## src/design/gftu_pkg.sv

```systemverilog
package gftu_pkg;
    typedef enum logic [2:0] {
        F_TICK = 3'd0, F_READ = 3'd1, F_WRITE = 3'd2, F_HB_START = 3'd3,
        F_HB_END = 3'd4, F_VB_START = 3'd5, F_VB_END = 3'd6, F_NONE = 3'd7
    } t_func;

    localparam logic [1:0] REG_COUNT  = 2'd0;
    localparam logic [1:0] REG_MODE   = 2'd1;
    localparam logic [1:0] REG_TARGET = 2'd2;
    localparam logic [1:0] REG_HOLD   = 2'd3;

    localparam logic [1:0] CLK_HBLANK = 2'd3;

    // control state seen by each timer slice (sel is set per slice)
    typedef struct packed {
        logic [2:0]  func;
        logic [1:0]  reg_sel;
        logic        sel;
        logic [31:0] data;
        logic [8:0]  phase;
        logic        in_hblank;
        logic        in_vblank;
    } t_ctl;
endpackage

```

## src/design/gftu_timer.sv

```systemverilog
module gftu_timer
    import gftu_pkg::*;
#(
    parameter int HBLANK_STEP = 1
) (
    input  logic        i_clk,
    input  logic        i_rst_n,
    input  logic        i_en,
    input  t_ctl        i_ctl,
    output logic [15:0] o_count,
    output logic [11:0] o_mode,
    output logic [15:0] o_target,
    output logic        o_irq
);
    logic [16:0] r_count, n_count;
    logic [11:0] r_mode, n_mode;
    logic [15:0] r_target, n_target;
    logic        r_dis, n_dis;

    logic [1:0] clk_src;
    logic [1:0] gm;
    logic       may;
    logic       step_hit;
    logic [8:0] msk;

    always_comb begin
        clk_src = r_mode[1:0];
        gm = r_mode[5:4];
        if (!r_mode[7])
            may = 1'b0;
        else if (!r_mode[2])
            may = 1'b1;
        else if (!r_mode[3])
            may = (clk_src != CLK_HBLANK) && (!i_ctl.in_hblank || gm != 2'd0);
        else
            may = !i_ctl.in_vblank || gm != 2'd0;
        case (clk_src)
            2'd0:    msk = 9'd1;
            2'd1:    msk = 9'd31;
            default: msk = 9'd511;
        endcase
        step_hit = (i_ctl.phase & msk) == 9'd0;
    end

    always_comb begin
        logic        run;
        logic [16:0] c;
        logic [11:0] m;
        logic        d;
        logic        irq;
        run = 1'b0;
        c = r_count;
        m = r_mode;
        d = r_dis;
        irq = 1'b0;
        n_target = r_target;
        case (t_func'(i_ctl.func))
            F_TICK: begin
                if (clk_src != CLK_HBLANK && may) begin
                    run = 1'b1;
                    if (step_hit)
                        c = c + 17'd1;
                end
            end
            F_HB_START: begin
                if (clk_src == CLK_HBLANK && may) begin
                    run = 1'b1;
                    c = c + 17'(HBLANK_STEP);
                end
            end
            F_WRITE: begin
                if (i_ctl.sel) begin
                    case (i_ctl.reg_sel)
                        REG_COUNT: begin
                            c = {1'b0, i_ctl.data[15:0]};
                            d = i_ctl.data[15:0] >= r_target;
                        end
                        REG_MODE: begin
                            m = {r_mode[11:10] & ~i_ctl.data[11:10], i_ctl.data[9:0]};
                        end
                        REG_TARGET: begin
                            n_target = i_ctl.data[15:0];
                            d = i_ctl.data[15:0] <= r_count;
                        end
                        default: ;
                    endcase
                end
            end
            default: ;
        endcase
        if (run) begin
            if (c[16]) begin
                if (m[9] && !m[11]) begin
                    m[11] = 1'b1;
                    irq = 1'b1;
                end
                c[16] = 1'b0;
                d = 1'b0;
            end
            if (!d && c >= {1'b0, r_target}) begin
                if (m[8] && !m[10]) begin
                    m[10] = 1'b1;
                    irq = 1'b1;
                end
                if (m[6])
                    c = c - {1'b0, r_target};
                else
                    d = 1'b1;
            end
        end
        // gate edges clear the count
        if (m[2]) begin
            case (t_func'(i_ctl.func))
                F_HB_START: if (!m[3] && m[4]) begin c = '0; d = 1'b0; end
                F_HB_END:   if (!m[3] && m[5]) begin c = '0; d = 1'b0; end
                F_VB_START: if (m[3] && m[4]) begin c = '0; d = 1'b0; end
                F_VB_END:   if (m[3] && m[5]) begin c = '0; d = 1'b0; end
                default: ;
            endcase
        end
        n_count = c;
        n_mode = m;
        n_dis = d;
        o_irq = irq;
    end

    always_ff @(posedge i_clk) begin
        if (!i_rst_n) begin
            r_count  <= '0;
            r_mode   <= '0;
            r_target <= 16'hffff;
            r_dis    <= 1'b0;
        end else if (i_en) begin
            r_count  <= n_count;
            r_mode   <= n_mode;
            r_target <= n_target;
            r_dis    <= n_dis;
        end
    end

    assign o_count  = r_count[15:0];
    assign o_mode   = r_mode;
    assign o_target = r_target;
endmodule

```

## src/design/gated_four_timer_unit.sv

```systemverilog
// Four 16-bit timers driven by one transaction per cycle (bus tick, register
// read or write, hblank/vblank start or end). Each accepted transaction
// updates all timer state in the same cycle and its result (read data and
// per-timer interrupt pulses) is captured in an output register;
// the block takes a new transaction every cycle, stalling only while that
// output register is full and not taken. Clock dividers /2, /32, /512 share
// one 9-bit phase counter. Timers beyond TIMER_COUNT read as zero.
module gated_four_timer_unit
    import gftu_pkg::*;
#(
    parameter int TIMER_COUNT = 4,
    parameter int HBLANK_STEP = 1
) (
    input  logic        i_clk,
    input  logic        i_rst_n,
    input  logic        i_valid,
    output logic        o_ready,
    input  logic [2:0]  i_func,
    input  logic [3:0]  i_reg_address,
    input  logic [31:0] i_write_data,
    output logic        o_valid,
    input  logic        i_ready,
    output logic [15:0] o_read_data,
    output logic [3:0]  o_irq_raised
);
    logic        acc;
    logic [8:0]  r_phase;
    logic        r_hblank, r_vblank;
    logic [31:0] r_hold [2];
    logic [15:0] cnt [4];
    logic [11:0] mde [4];
    logic [15:0] tgt [4];
    logic [3:0]  irq;
    logic [1:0]  tsel;
    logic [1:0]  rsel;
    logic [15:0] rd;
    t_ctl        ctl;

    // output register frees up whenever the consumer takes it
    assign o_ready = !o_valid || i_ready;
    assign acc = i_valid && o_ready;
    assign tsel = i_reg_address[3:2];
    assign rsel = i_reg_address[1:0];

    always_comb begin
        ctl.func = i_func;
        ctl.reg_sel = rsel;
        ctl.sel = 1'b0;
        ctl.data = i_write_data;
        ctl.phase = (t_func'(i_func) == F_TICK) ? r_phase + 9'd1 : r_phase;
        ctl.in_hblank = r_hblank;
        ctl.in_vblank = r_vblank;
    end

    genvar g;
    generate
        for (g = 0; g < 4; g++) begin : g_tmr
            if (g < TIMER_COUNT) begin : g_on
                t_ctl c;
                always_comb begin
                    c = ctl;
                    c.sel = (tsel == 2'(g));
                end
                gftu_timer #(.HBLANK_STEP(HBLANK_STEP)) u_tmr (
                    .i_clk(i_clk), .i_rst_n(i_rst_n), .i_en(acc), .i_ctl(c),
                    .o_count(cnt[g]), .o_mode(mde[g]), .o_target(tgt[g]),
                    .o_irq(irq[g])
                );
            end else begin : g_off
                assign cnt[g] = '0;
                assign mde[g] = '0;
                assign tgt[g] = '0;
                assign irq[g] = 1'b0;
            end
        end
    endgenerate

    // register read mux
    always_comb begin
        rd = '0;
        if (t_func'(i_func) == F_READ && 32'(tsel) < 32'(TIMER_COUNT)) begin
            case (rsel)
                REG_COUNT:  rd = cnt[tsel];
                REG_MODE:   rd = {4'd0, mde[tsel]};
                REG_TARGET: rd = tgt[tsel];
                default:    rd = tsel[1] ? 16'd0 : r_hold[tsel[0]][15:0];
            endcase
        end
    end

    always_ff @(posedge i_clk) begin
        if (!i_rst_n) begin
            r_phase  <= '0;
            r_hblank <= 1'b0;
            r_vblank <= 1'b0;
            r_hold[0] <= '0;
            r_hold[1] <= '0;
            o_valid  <= 1'b0;
        end else begin
            if (acc) begin
                r_phase <= ctl.phase;
                case (t_func'(i_func))
                    F_HB_START: r_hblank <= 1'b1;
                    F_HB_END:   r_hblank <= 1'b0;
                    F_VB_START: r_vblank <= 1'b1;
                    F_VB_END:   r_vblank <= 1'b0;
                    F_WRITE: begin
                        if (rsel == REG_HOLD && !tsel[1]
                            && 32'(tsel) < 32'(TIMER_COUNT))
                            r_hold[tsel[0]] <= i_write_data;
                    end
                    default: ;
                endcase
                o_valid <= 1'b1;
            end else if (i_ready) begin
                o_valid <= 1'b0;
            end
        end
    end

    // result payload register
    always_ff @(posedge i_clk) begin
        if (acc) begin
            o_read_data  <= rd;
            o_irq_raised <= irq;
        end
    end
endmodule

```

## config.mk

```make
export PLATFORM = sky130hd
export DESIGN_NAME = gated_four_timer_unit
export DESIGN_NICKNAME = d
export VERILOG_FILES = /design/src/design/gftu_pkg.sv /design/src/design/gftu_timer.sv /design/src/design/gated_four_timer_unit.sv
export SDC_FILE = /design/constraint.sdc
export NUM_CORES = 1
export LEC_CHECK = 0
export BUFFER_PORTS_ARGS = -buffer_cell sky130_fd_sc_hd__buf_2
export CAP_MARGIN = 30
export CORE_MARGIN = 2
export CORE_UTILIZATION = 40
export DETAILED_ROUTE_END_ITERATION = 8
export PLACE_DENSITY_LB_ADDON = 0.3
export SYNTH_ARGS = -nofsm -noshare
export SYNTH_HDL_FRONTEND = slang
export SYNTH_SLANG_ARGS = --single-unit
```

## constraint.sdc

```tcl
create_clock -name i_clk -period 8.75 [get_ports i_clk]
set_clock_uncertainty 0.15 [all_clocks]
set_input_delay 1.75 -clock i_clk [delete_from_list [all_inputs] [get_ports i_clk]]
set_output_delay 1.75 -clock i_clk [all_outputs]
set_load 0.02 [all_outputs]
```

; ---- After elaboration in Yosys (flattened, before gate mapping)
; Memory sizes are Yosys's and may differ from the RTL's.
; Index checks and enable logic that the tools add are counted.
[op_classes]
order_cmp = 13
n_reduce_logical = 100
mux = 221
add_sub_neg = 9
n_eq_ne = 24
n_bitwise = 10
[op_table]
columns = op, count
row1 = $mux 17, 52
row2 = $pmux 17 s4, 4
row3 = $pmux 17 s3, 4
row4 = $mux 12, 14
row5 = $mux 1, 114
row6 = $mux 16, 5
row7 = $pmux 9 s2, 4
row8 = $add 17x1->17 const B, 4
row9 = $ge 17x16->1, 4
row10 = $le 16x17->1, 4
row11 = $sub 17x16->17, 4
row12 = $bmux 16 s2, 2
row13 = $ge 16x16->1, 4
row14 = $pmux 16 s3, 1
row15 = $logic_and 1x1->1, 42
row16 = $and 9x9->9, 4
row17 = $logic_not 9->1, 4
row18 = $mux 32, 1
row19 = $reduce_and 4->1, 8
row20 = $reduce_or 32->1, 1
row21 = $bmux 12 s2, 1
row22 = $logic_not 1->1, 20
row23 = $pmux 1 s2, 10
row24 = $eq 2x2->1 const B, 8
row25 = 18 further kinds, 58
[word_totals]
mem_bits_rw = 64
n_memories = 1
output_inout_bits = 22
elab_cells = 407
input_bits = 43
reg_bits = 216
[mem_list]
columns = name, depth, word_bits, rd, rd_ports_with_merged_regs, write_ports, line_no
row1 = r_hold, 2, 32, 1, 0, 2, gated_four_timer_unit.sv:29  ; logic [31:0] r_hold [2];

; ---- Logic depth before layout (Yosys ltp)
; Gate-level depths: netlist (run 1).
[logic_depth]
depth_word = 18
ltp_mapped = 25
depth_no_buf = 23

; ---- By module
; Synthesis (run 1) repeated with hierarchy kept, for this count alone.
[unflattened]
hier_cells = 2763
area_unflattened_um2 = 22636.7
[modules_own_cells]
columns = mod, instances, cells_per_inst, area_per_inst_um2, seq_area_each_um2
row1 = gftu_timer at g_tmr[0].g_on.u_tmr ..., 2, 619, 4717.0, 920.9
row2 = gftu_timer at g_tmr[2].g_on.u_tmr ..., 2, 591, 4496.8, 920.9
row3 = gated_four_timer_unit, 1, 343, 4209.0, 1801.7

; ---- Worst setup path before layout (run 1)
; No wires, ideal clock.
[synth_path]
path_type = input -> register
startpoint = input i_func[0]
endpoint = register g_tmr[0].g_on.u_tmr.r_count[1]
setup_ns = 0.122
cell_stages = 22
required_ns = 8.478
t_arrival_ns = 6.803
path_buffers = 2
path_slack_ns = 1.675
path_cell_list = clkbuf_1 > or2_2 > nor4_1 > mux2_2 > a22o_1 > or3_4 > a211oi_1 > nor2_1 > a222oi_1 > inv_1 > ha_1 > nor2b_1 > o31a_1 > o2111ai_1 > nand2_1 > o311ai_0 > a21o_1 > a21o_1 > or2_2 > a31oi_4 > buf_6 > a221o_1
[synth_between]
elab_chain_cells = 16
[synth_lines]
columns = element, line_no
row1 = from (decl), gated_four_timer_unit.sv:18  ; input logic [2:0] i_func,
row2 = "parallel branches: the longest is 15 deep, another holds $sub 17x16->17", n/a
row3 = $mux 17 *, gftu_timer.sv:112  ; if (m[2]) begin
row4 = to (signal assigned), gftu_timer.sv:134  ; r_count <= n_count;
row5 = to (decl), gftu_timer.sv:15  ; logic [16:0] r_count, n_count;
; Mark *: on every way between the ends. The select of a mux whose other input is x is not followed.
; A chain may end at the register's enable or synchronous reset.

; ---- Worst setup path after layout (run 1)
[layout_path]
startpoint = input i_func[0]
endpoint = register g_tmr[0].g_on.u_tmr.r_count[5]
; The elaborated chain is that of the path after synthesis.

==> impl_results.md, run 1 <==
- Cell Rows: 84
- Xor/xnor share of the synthesized area: 2.65%
- Final setup fails: 0
- Worst hold slack: 0.309 ns
- Fin Setup TNS: 0 ns
- Fin. Hold Viols: 0
- Asr flop ratio synth: 0%
- Worst r2r path cells: 19
- Crit Path Category: primary input to flip-flop
- Area growth syn-to-layout: 10.3%
- Gr ovfl total: 0
- Unique masters post-synth: 93
- Tightest Hold Check Type: flip-flop to flip-flop
- Fin crit share: 89.6%
- Syn_nets: 2,866
- GR Util met2: 45.1%
- Detailed Routing Iterations Pass 1: 5
- Crit path required time: 9.11 ns
- Avg WL per Cell: 25.0 um
- RSZ-0062 raised after global routing: no
- Post-CTS Setup Inserts: 0
- Num CTS Buffers: 31
- Core area: 52,400 um^2
- Fillers: 5,147
- Synth Area in Adders: 12.1%
- R2r startpoint: r_phase[0]
- Busiest layer in global routing: met2
- Synthesized area per cell: 8.08 um^2
- # diodes: 0
- PortBufs: 48
- Root buffer cell: clkbuf_16
- GRT Resource Usage Total: 30.0%
- Crit end category: flip-flop
- Post-synthesis simple-gate area fraction: 20.7%
- Largest family of logic cells by synthesized area: compound AO/OA/AOI/OAI gates
- Status: complete, no violations
- CTS clk-pin slew, worst paths: 0.06 ns
- Compound-gate portion of the synthesized area: 23.6%
- Synthesized cell area: 21,200 um^2
- Synth Instances: 2,622
- DIE AREA: 54,800 um^2
- R2R Path End: g_tmr[0].g_on.u_tmr.r_count[5]
- Nets: 2,869
- # H-tree levels: 1
- Layout cell share with drive strength beyond 1: 9.44%
- Mux contribution to synthesized area: 9.53%
- DR iter-0 viols: 2,538
- Post-route minimum period: 7.84 ns
- Top_reg_cell synth: dfxtp_1
- Lkg Pwr: 9.40 nW
- Post-cts sizing count: 0
- Slew @ Worst Pin: 1.06 ns
- Post-synthesis register bit count: 248
- Skew-Pair Late Insertion Delay: 0.63 ns
- DRC: 0
- Starting density of the core: 40.4%
- R2r setup slk: 1.70 ns
- CP Launch Point: i_func[0]
- Critical-path maximum fanout: 23
- Initial antenna violation count: 3
- Vias in the first global route: 19,600
- Seq/Total Area, Yosys: 25.9%
- GP Congestion: 0.993
- Die height: 234 um
- Ports: 65
- Critical path arrival: 8.20 ns
- # clock sinks: 248
- First-pass GRT wire length: 124,000 um
- CTS tree: built
- VDD IR-drop max: 0.137 mV
- Cts hold-fix bufs: 0
- Relative slew slack: 28.4%
- Die X: 234 um
- Max-cap violations: 0
- Max Clk Rate: 128 MHz
- Final slew viol count: 0
- Largest net degree at the start of global routing: 86
- Power density cells: 127 nW/um^2
- DPL Wire Length: 62,200 um
- Startpoint Class: primary input
- GR met3 Demand/Resource: 4.94%
- ANT nets after route: 0
- Wirelength, routed: 83,500 um
- Total number of yosys warnings: 0
- Critical Path Sink: g_tmr[0].g_on.u_tmr.r_count[5]
- CTS max path bufs: 3
- Vias/cell: 6.34
- Met1 Track Usage GR: 41.0%
- Via count: 21,100
- Post-synth EDFFs: 52
==> registers in the layout, summed over array words and instances (netlist names), 4 cells and up <==
| register | cells |
|---|---|
| o_irq_raised | 4 |
| o_read_data | 16 |
| r_phase | 9 |
| r_hold | 32 |
| g_tmr.g_on.u_tmr.o_target | 64 |
| g_tmr.g_on.u_tmr.r_dis | 4 |
| g_tmr.g_on.u_tmr.r_count | 68 |
| g_tmr.g_on.u_tmr.o_mode | 48 |
==> through the flow <==
step | cell area, um^2 | cells | util [%] | setup WS [ns] | power (W)
after floorplan | 21200 | 2622 | - | 1.68 | 0.00140
after global placement | 22200 | 3278 | 42.4 | 0.604 | 0.00153
after detailed placement | 22200 | 3280 | 42.4 | 0.574 | 0.00153
after CTS | 23300 | 3336 | 44.5 | 1.14 | 0.00296
after global routing | 23300 | 3336 | 44.5 | 0.698 | 0.00303
final | 23300 | 3336 | 44.5 | 0.908 | 0.00297
==> metal layers <==
layer	wire [um]	vias to the layer above	share of wire [%]
met2	35400	1124	42
li1	-	9616	-
met1	34600	10200	41
met4	5120	4	6.1
met5	22	-	0.026
met3	8360	237	10
==> how the worst min path moves through the flow <==
stage | to | slack, ns | depth (start not counted) | from
CTS | g_tmr[3].g_on.u_tmr.r_dis | 0.31 | 2 | g_tmr[3].g_on.u_tmr.r_dis
floorplan | g_tmr[3].g_on.u_tmr.r_dis | 0.28 | 2 | g_tmr[3].g_on.u_tmr.r_dis
detailed placement | g_tmr[3].g_on.u_tmr.r_dis | 0.29 | 2 | g_tmr[3].g_on.u_tmr.r_dis
finish | g_tmr[3].g_on.u_tmr.r_dis | 0.31 | 2 | g_tmr[3].g_on.u_tmr.r_dis
global placement | g_tmr[3].g_on.u_tmr.r_dis | 0.29 | 2 | g_tmr[3].g_on.u_tmr.r_dis
global route | g_tmr[3].g_on.u_tmr.r_dis | 0.36 | 2 | g_tmr[3].g_on.u_tmr.r_dis
==> cells in the final DEF (no fill, tap or decap), types with 75 or more instances in the layout <==
| cell type | count |
|---|---|
| nand3_1 | 75 |
| mux2i_1 | 97 |
| dfxtp_1 | 196 |
| o21ai_0 | 166 |
| a21oi_1 | 127 |
| o211ai_1 | 87 |
| nor2_1 | 188 |
| nand2_1 | 332 |
| ha_1 | 197 |
| inv_1 | 162 |
==> cells in the mapped netlist, types with 13 or more instances <==
cell,n,area share (%)
a221o_1,26,1.2
nor4_1,16,0.47
mux4_2,44,4.7
o21ai_0,167,3.9
and3_1,35,1.0
nand3_1,75,1.8
dfxtp_1,196,19
a21o_1,64,2.3
nand4_1,40,1.2
nor2b_1,36,1.1
a221oi_1,13,0.54
a21oi_1,127,3.0
clkbuf_1,117,2.1
nor3_1,46,1.1
o211ai_1,87,3.1
and2_1,50,1.5
a31oi_1,30,0.89
nor2_1,190,3.4
a211oi_1,13,0.46
o21a_1,23,0.82
nand2_1,332,5.9
ha_1,197,12
a21boi_0,44,1.6
inv_1,162,2.9
edfxtp_1,52,7.4
mux2i_1,97,4.6
nand2b_1,34,1.0
xnor2_1,49,2.0
o21ai_1,31,0.73
xor2_1,15,0.62
o22ai_1,16,0.47
==> final cells by class <==
type / instances / area [um^2] / share of cell area, %
Timing Repair Buffer: 109 / 731 / 3.13
Sequential cell: 248 / 5490 / 23.5
Tap cell: 688 / 861 / 3.69
Inverter: 163 / 612 / 2.62
Multi-Input combinational cell: 2072 / 14600 / 62.3
Clock buffer: 38 / 832 / 3.56
Clock inverter: 18 / 275 / 1.18
==> worst max-delay path: stages <==
cell	delay (ns)
buf_2	0.26
or2_2	0.35
nor4_1	0.33
mux2_2	0.39
a22o_1	0.29
or3_4	0.39
a211oi_2	0.28
o21ai_0	0.27
nor4_1	0.67
o21ai_0	0.31
ha_1	0.44
nand4_1	0.18
or4_1	0.56
a21o_1	0.21
a21o_1	0.23
or2_2	0.36
a31oi_4	0.15
buf_4	0.31
nor2_1	0.12
a211o_1	0.32
==> power breakdown <==
part | switching, W | internal, W | leakage (nW)
Clock | 0.000573 | 0.000877 | 0.547
Combinational | 0.000234 | 0.0000955 | 6.74
Sequential | 0.00000922 | 0.00118 | 2.11
Total | 0.000816 | 0.00215 | 9.40
==> kinds of logic after synthesis <==
| kind of cell | count (synthesis) |
|---|---|
| flip-flops | 248 |
| AO/OA/AOI/OAI | 745 |
| buffers and inverters | 302 |
| adder cells (fa/ha/maj) | 202 |
| AND/OR/NAND/NOR | 915 |
| XOR/XNOR | 64 |
| multiplexers | 146 |
Note: power is estimated with default switching activity, not from simulation.
==> run 2, diff against run 1 <==
==> constraint.sdc (replaced) <==
create_clock -name i_clk -period 9.03 [get_ports i_clk]
set_clock_uncertainty 0.15 [all_clocks]
set_input_delay 1.806 -clock i_clk [delete_from_list [all_inputs] [get_ports i_clk]]
set_output_delay 1.806 -clock i_clk [all_outputs]
set_load 0.02 [all_outputs]
==> run 2 against run 1 <==
Net effect:
- hold slack gained 0.017 ns
- setup slack improved by 0.13 ns
- die area stayed put
- power is 3.5% lower
- utilization shrank 0.055 points
- clock power is 4% lower
- largest cell class unchanged
- critical endpoint unchanged
- sequential cell count stayed put
==> impl_results.md, run 2 (synthesis gave the netlist of run 1 again) <==
- Status: complete, no violations
- Hold Path Depth: 2 (unchanged)
- Dpl cells: 3,275 (-0.15%)
- Largest net degree at the start of global routing: 82 (-4.7%)
- Nets: 2,864 (-0.17%)
- Total power: 0.00287 W (-3.5%)
- Hold Path Origin: g_tmr[3].g_on.u_tmr.r_dis
- Fin. Hold Viols: 0 (unchanged)
- Final slew viol count: 0 (unchanged)
- Core area: 52,400 um^2 (unchanged)
- Clock power share: 48.5% (-0.3 points)
- CTS clk-pin slew, worst paths: 0.06 ns (about the same)
- Vias in the first global route: 19,800 (+0.96%)
- Relative slew slack: 35.8% (+7.3 points)
- Ports: 65 (unchanged)
- Final setup fails: 0 (unchanged)
- Worst Hold Path EP: g_tmr[3].g_on.u_tmr.r_dis
- Wirelength, routed: 83,600 um (about the same)
- DIE AREA: 54,800 um^2 (unchanged)
- Slew @ Worst Pin: 0.963 ns (-0.0963 ns)
- Num CTS Buffers: 31 (unchanged)
- Cell Rows: 84 (unchanged)
- Skew-Pair Late Insertion Delay: 0.62 ns (about the same)
- Fin crit share: 88.5%
- GRT Resource Usage Total: 30.2% (+0.12 points)
- Via count: 21,200 (+0.27%)
- WP depth: 22 (+10%)
- DPL Wire Length: 62,000 um (-0.18%)
- Layout cell share with drive strength beyond 1: 9.42% (-0.024 points)
- DR iter-0 viols: 2,632 (+3.7%)
- # clock sinks: 248 (unchanged)
- R2r startpoint: r_phase[0]
- Int Pwr: 0.00207 W (-3.8%)
- Starting density of the core: 40.4% (unchanged)
- ANT nets after route: 0 (unchanged)
- Crit Path Category: primary input to flip-flop
- Post-CTS Setup Inserts: 0 (unchanged)
- Max Clk Rate: 125 MHz
- CTS tree: built
- R2r setup slk: 1.91 ns (+0.21 ns)
- Sw Ratio: 27.7% (+0.23 points)
- Post-cts sizing count: 0 (unchanged)
- Crit path required time: 9.37 ns (+0.26 ns)
- Root buffer cell: clkbuf_16
- Logic pwr share: 11.2% (about the same)
- DRC: 0 (unchanged)
- Switch Pwr: 0.000794 W (-2.7%)
- Startpoint Class: primary input
- Max-cap violations: 0 (unchanged)
- Critical-path maximum fanout: 19 (-17%)
- First-pass GRT wire length: 125,000 um (+0.63%)
- Most common cell after layout, fill and taps aside: nand2_1
- GP Congestion: 1.02 (+2.3%)
- Most frequent cells in the layout: 332 x nand2_1, 197 x ha_1, 196 x dfxtp_1, 188 x nor2_1, 166 x o21ai_0
- Tightest Hold Check Type: flip-flop to flip-flop
- Crit end category: flip-flop
- Die height: 234 um (unchanged)
- VDD IR-drop max: 0.140 mV (+2.4%)
- # H-tree levels: 1 (unchanged)
- Detailed Routing Iterations Pass 1: 6 (+1)
- Biggest register: g_tmr.g_on.u_tmr.r_count
- R2R Path End: g_tmr[0].g_on.u_tmr.r_count[5]
- Post-Layout Cell Count: 3,333 (-0.090%)
- Largest register FFs: 68 (unchanged)
- Cts hold-fix bufs: 0 (unchanged)
- Fillers: 5,144 (-0.058%)
- WP buf/inv: 2 (unchanged)
- Avg WL per Cell: 25.1 um (+0.17%)
- Multi-input gate area: 14,600 um^2 (unchanged)
- Area growth syn-to-layout: 10.1%
- CTS max path bufs: 3 (unchanged)
- Fin Setup TNS: 0 ns (unchanged)
- Crit-path cells: buf_2 -> or4b_4 -> nor3_2 -> nand4_1 -> a22o_1 -> or3_4 -> a211oi_1 -> nor2_1 -> a222oi_1 -> inv_1 -> ha_1 -> nor2b_1 -> o31a_1 -> o2111ai_1 -> nand2_1 -> o311ai_0 -> a21o_1 -> a21o_1 -> or2_2 -> a31oi_4 -> nor2_1 -> a211o_1
- Sequential share of power: 40.2% (about the same)
- RSZ-0062 raised after global routing: no
- Initial antenna violation count: 3 (unchanged)
- Vias/cell: 6.36 (+0.36%)
- Worst r2r path cells: 21 (+2)
- Lkg Pwr: 9.36 nW (-0.42%)
- Post-route minimum period: 7.99 ns
- Slowest CP cell: or4b_4
- PortBufs: 48 (unchanged)
- Gr ovfl total: 0 (unchanged)
- Die X: 234 um (unchanged)
- FF+latch area: 5490 um^2 (unchanged)
- Power density cells: 123 nW/um^2 (-3.4%)
- Critical path arrival: 8.33 ns (+0.13 ns)
- Slowest stage delay, CP: 0.66 ns (about the same)
- Delay-heaviest family, CP: compound AO/OA/AOI/OAI gates
- Worst hold slack: 0.325 ns (+0.0167 ns)
## run 2: cell count changes in the layout (fill, tap and decap cells not counted), sizes merged
cell	change
buf	-5
clkinv	-5
bufinv	-1
clkinvlp	+5
diode	+1
inv	+1
clkbuf	+1
## run 2: routing by layer
| metal | global-route usage (%) | share of wire, % |
|---|---|---|
| met1 | 41.1 | 42 |
| met4 | 16.5 | 6.3 |
| met3 | 5.96 | 10 |
| met5 | 0 | 0.036 |
| met2 | 44.7 | 42 |
## run 2: area by class of cell
| class | instances | share of cell area, % |
|---|---|---|
| clock buffers | 39 | 3.63 |
| flip-flops and latches | 248 | 23.5 |
| clock inverters | 18 | 1.15 |
| repair buffers | 104 | 2.97 |
| inverters | 163 | 2.62 |
| multi-input cells | 2072 | 62.4 |
| diodes | 1 | 0.0107 |
| well taps | 688 | 3.69 |
## run 2: power groups by stage
| stage | logic [W] | registers [W] | clock network, W |
|---|---|---|---|
| floorplan | 0.000177 | 0.00118 | 0 |
| global placement | 0.000303 | 0.00118 | 0 |
| detailed placement | 0.000310 | 0.00118 | 0 |
| CTS | 0.000311 | 0.00115 | 0.00140 |
| global route | 0.000339 | 0.00115 | 0.00144 |
| finish | 0.000322 | 0.00115 | 0.00139 |
## run 2: how the worst max path moves through the flow
| stage | from | to |
|---|---|---|
| 4_1_cts | i_func[2] | g_tmr[0].g_on.u_tmr.r_count[5] |
| 3_3_place_gp | i_func[2] | g_tmr[0].g_on.u_tmr.r_count[5] |
| 5_1_grt | i_func[1] | g_tmr[0].g_on.u_tmr.r_count[5] |
| 6_report | i_func[2] | g_tmr[0].g_on.u_tmr.r_count[5] |
| 3_5_place_dp | i_func[2] | g_tmr[0].g_on.u_tmr.r_count[5] |
| 2_1_floorplan | i_func[0] | g_tmr[0].g_on.u_tmr.r_count[1] |
## run 2: per-stage QoR
| stage | setup WS (ns) | utilization [%] | instance area (um^2) |
|---|---|---|---|
| after CTS | 1.13 | 44.5 | 23300 |
| final | 1.04 | 44.5 | 23300 |
| after detailed placement | 0.534 | 42.3 | 22200 |
| after floorplan | 1.90 | - | 21200 |
| after global placement | 0.623 | 42.3 | 22200 |
| after global routing | 0.587 | 44.5 | 23300 |
## run 2: worst min-delay path, cell delays in order, from the launching register on
cell	delay [ns]
dfxtp_1	0.33
nand2_1	0.05
o21ai_0	0.06
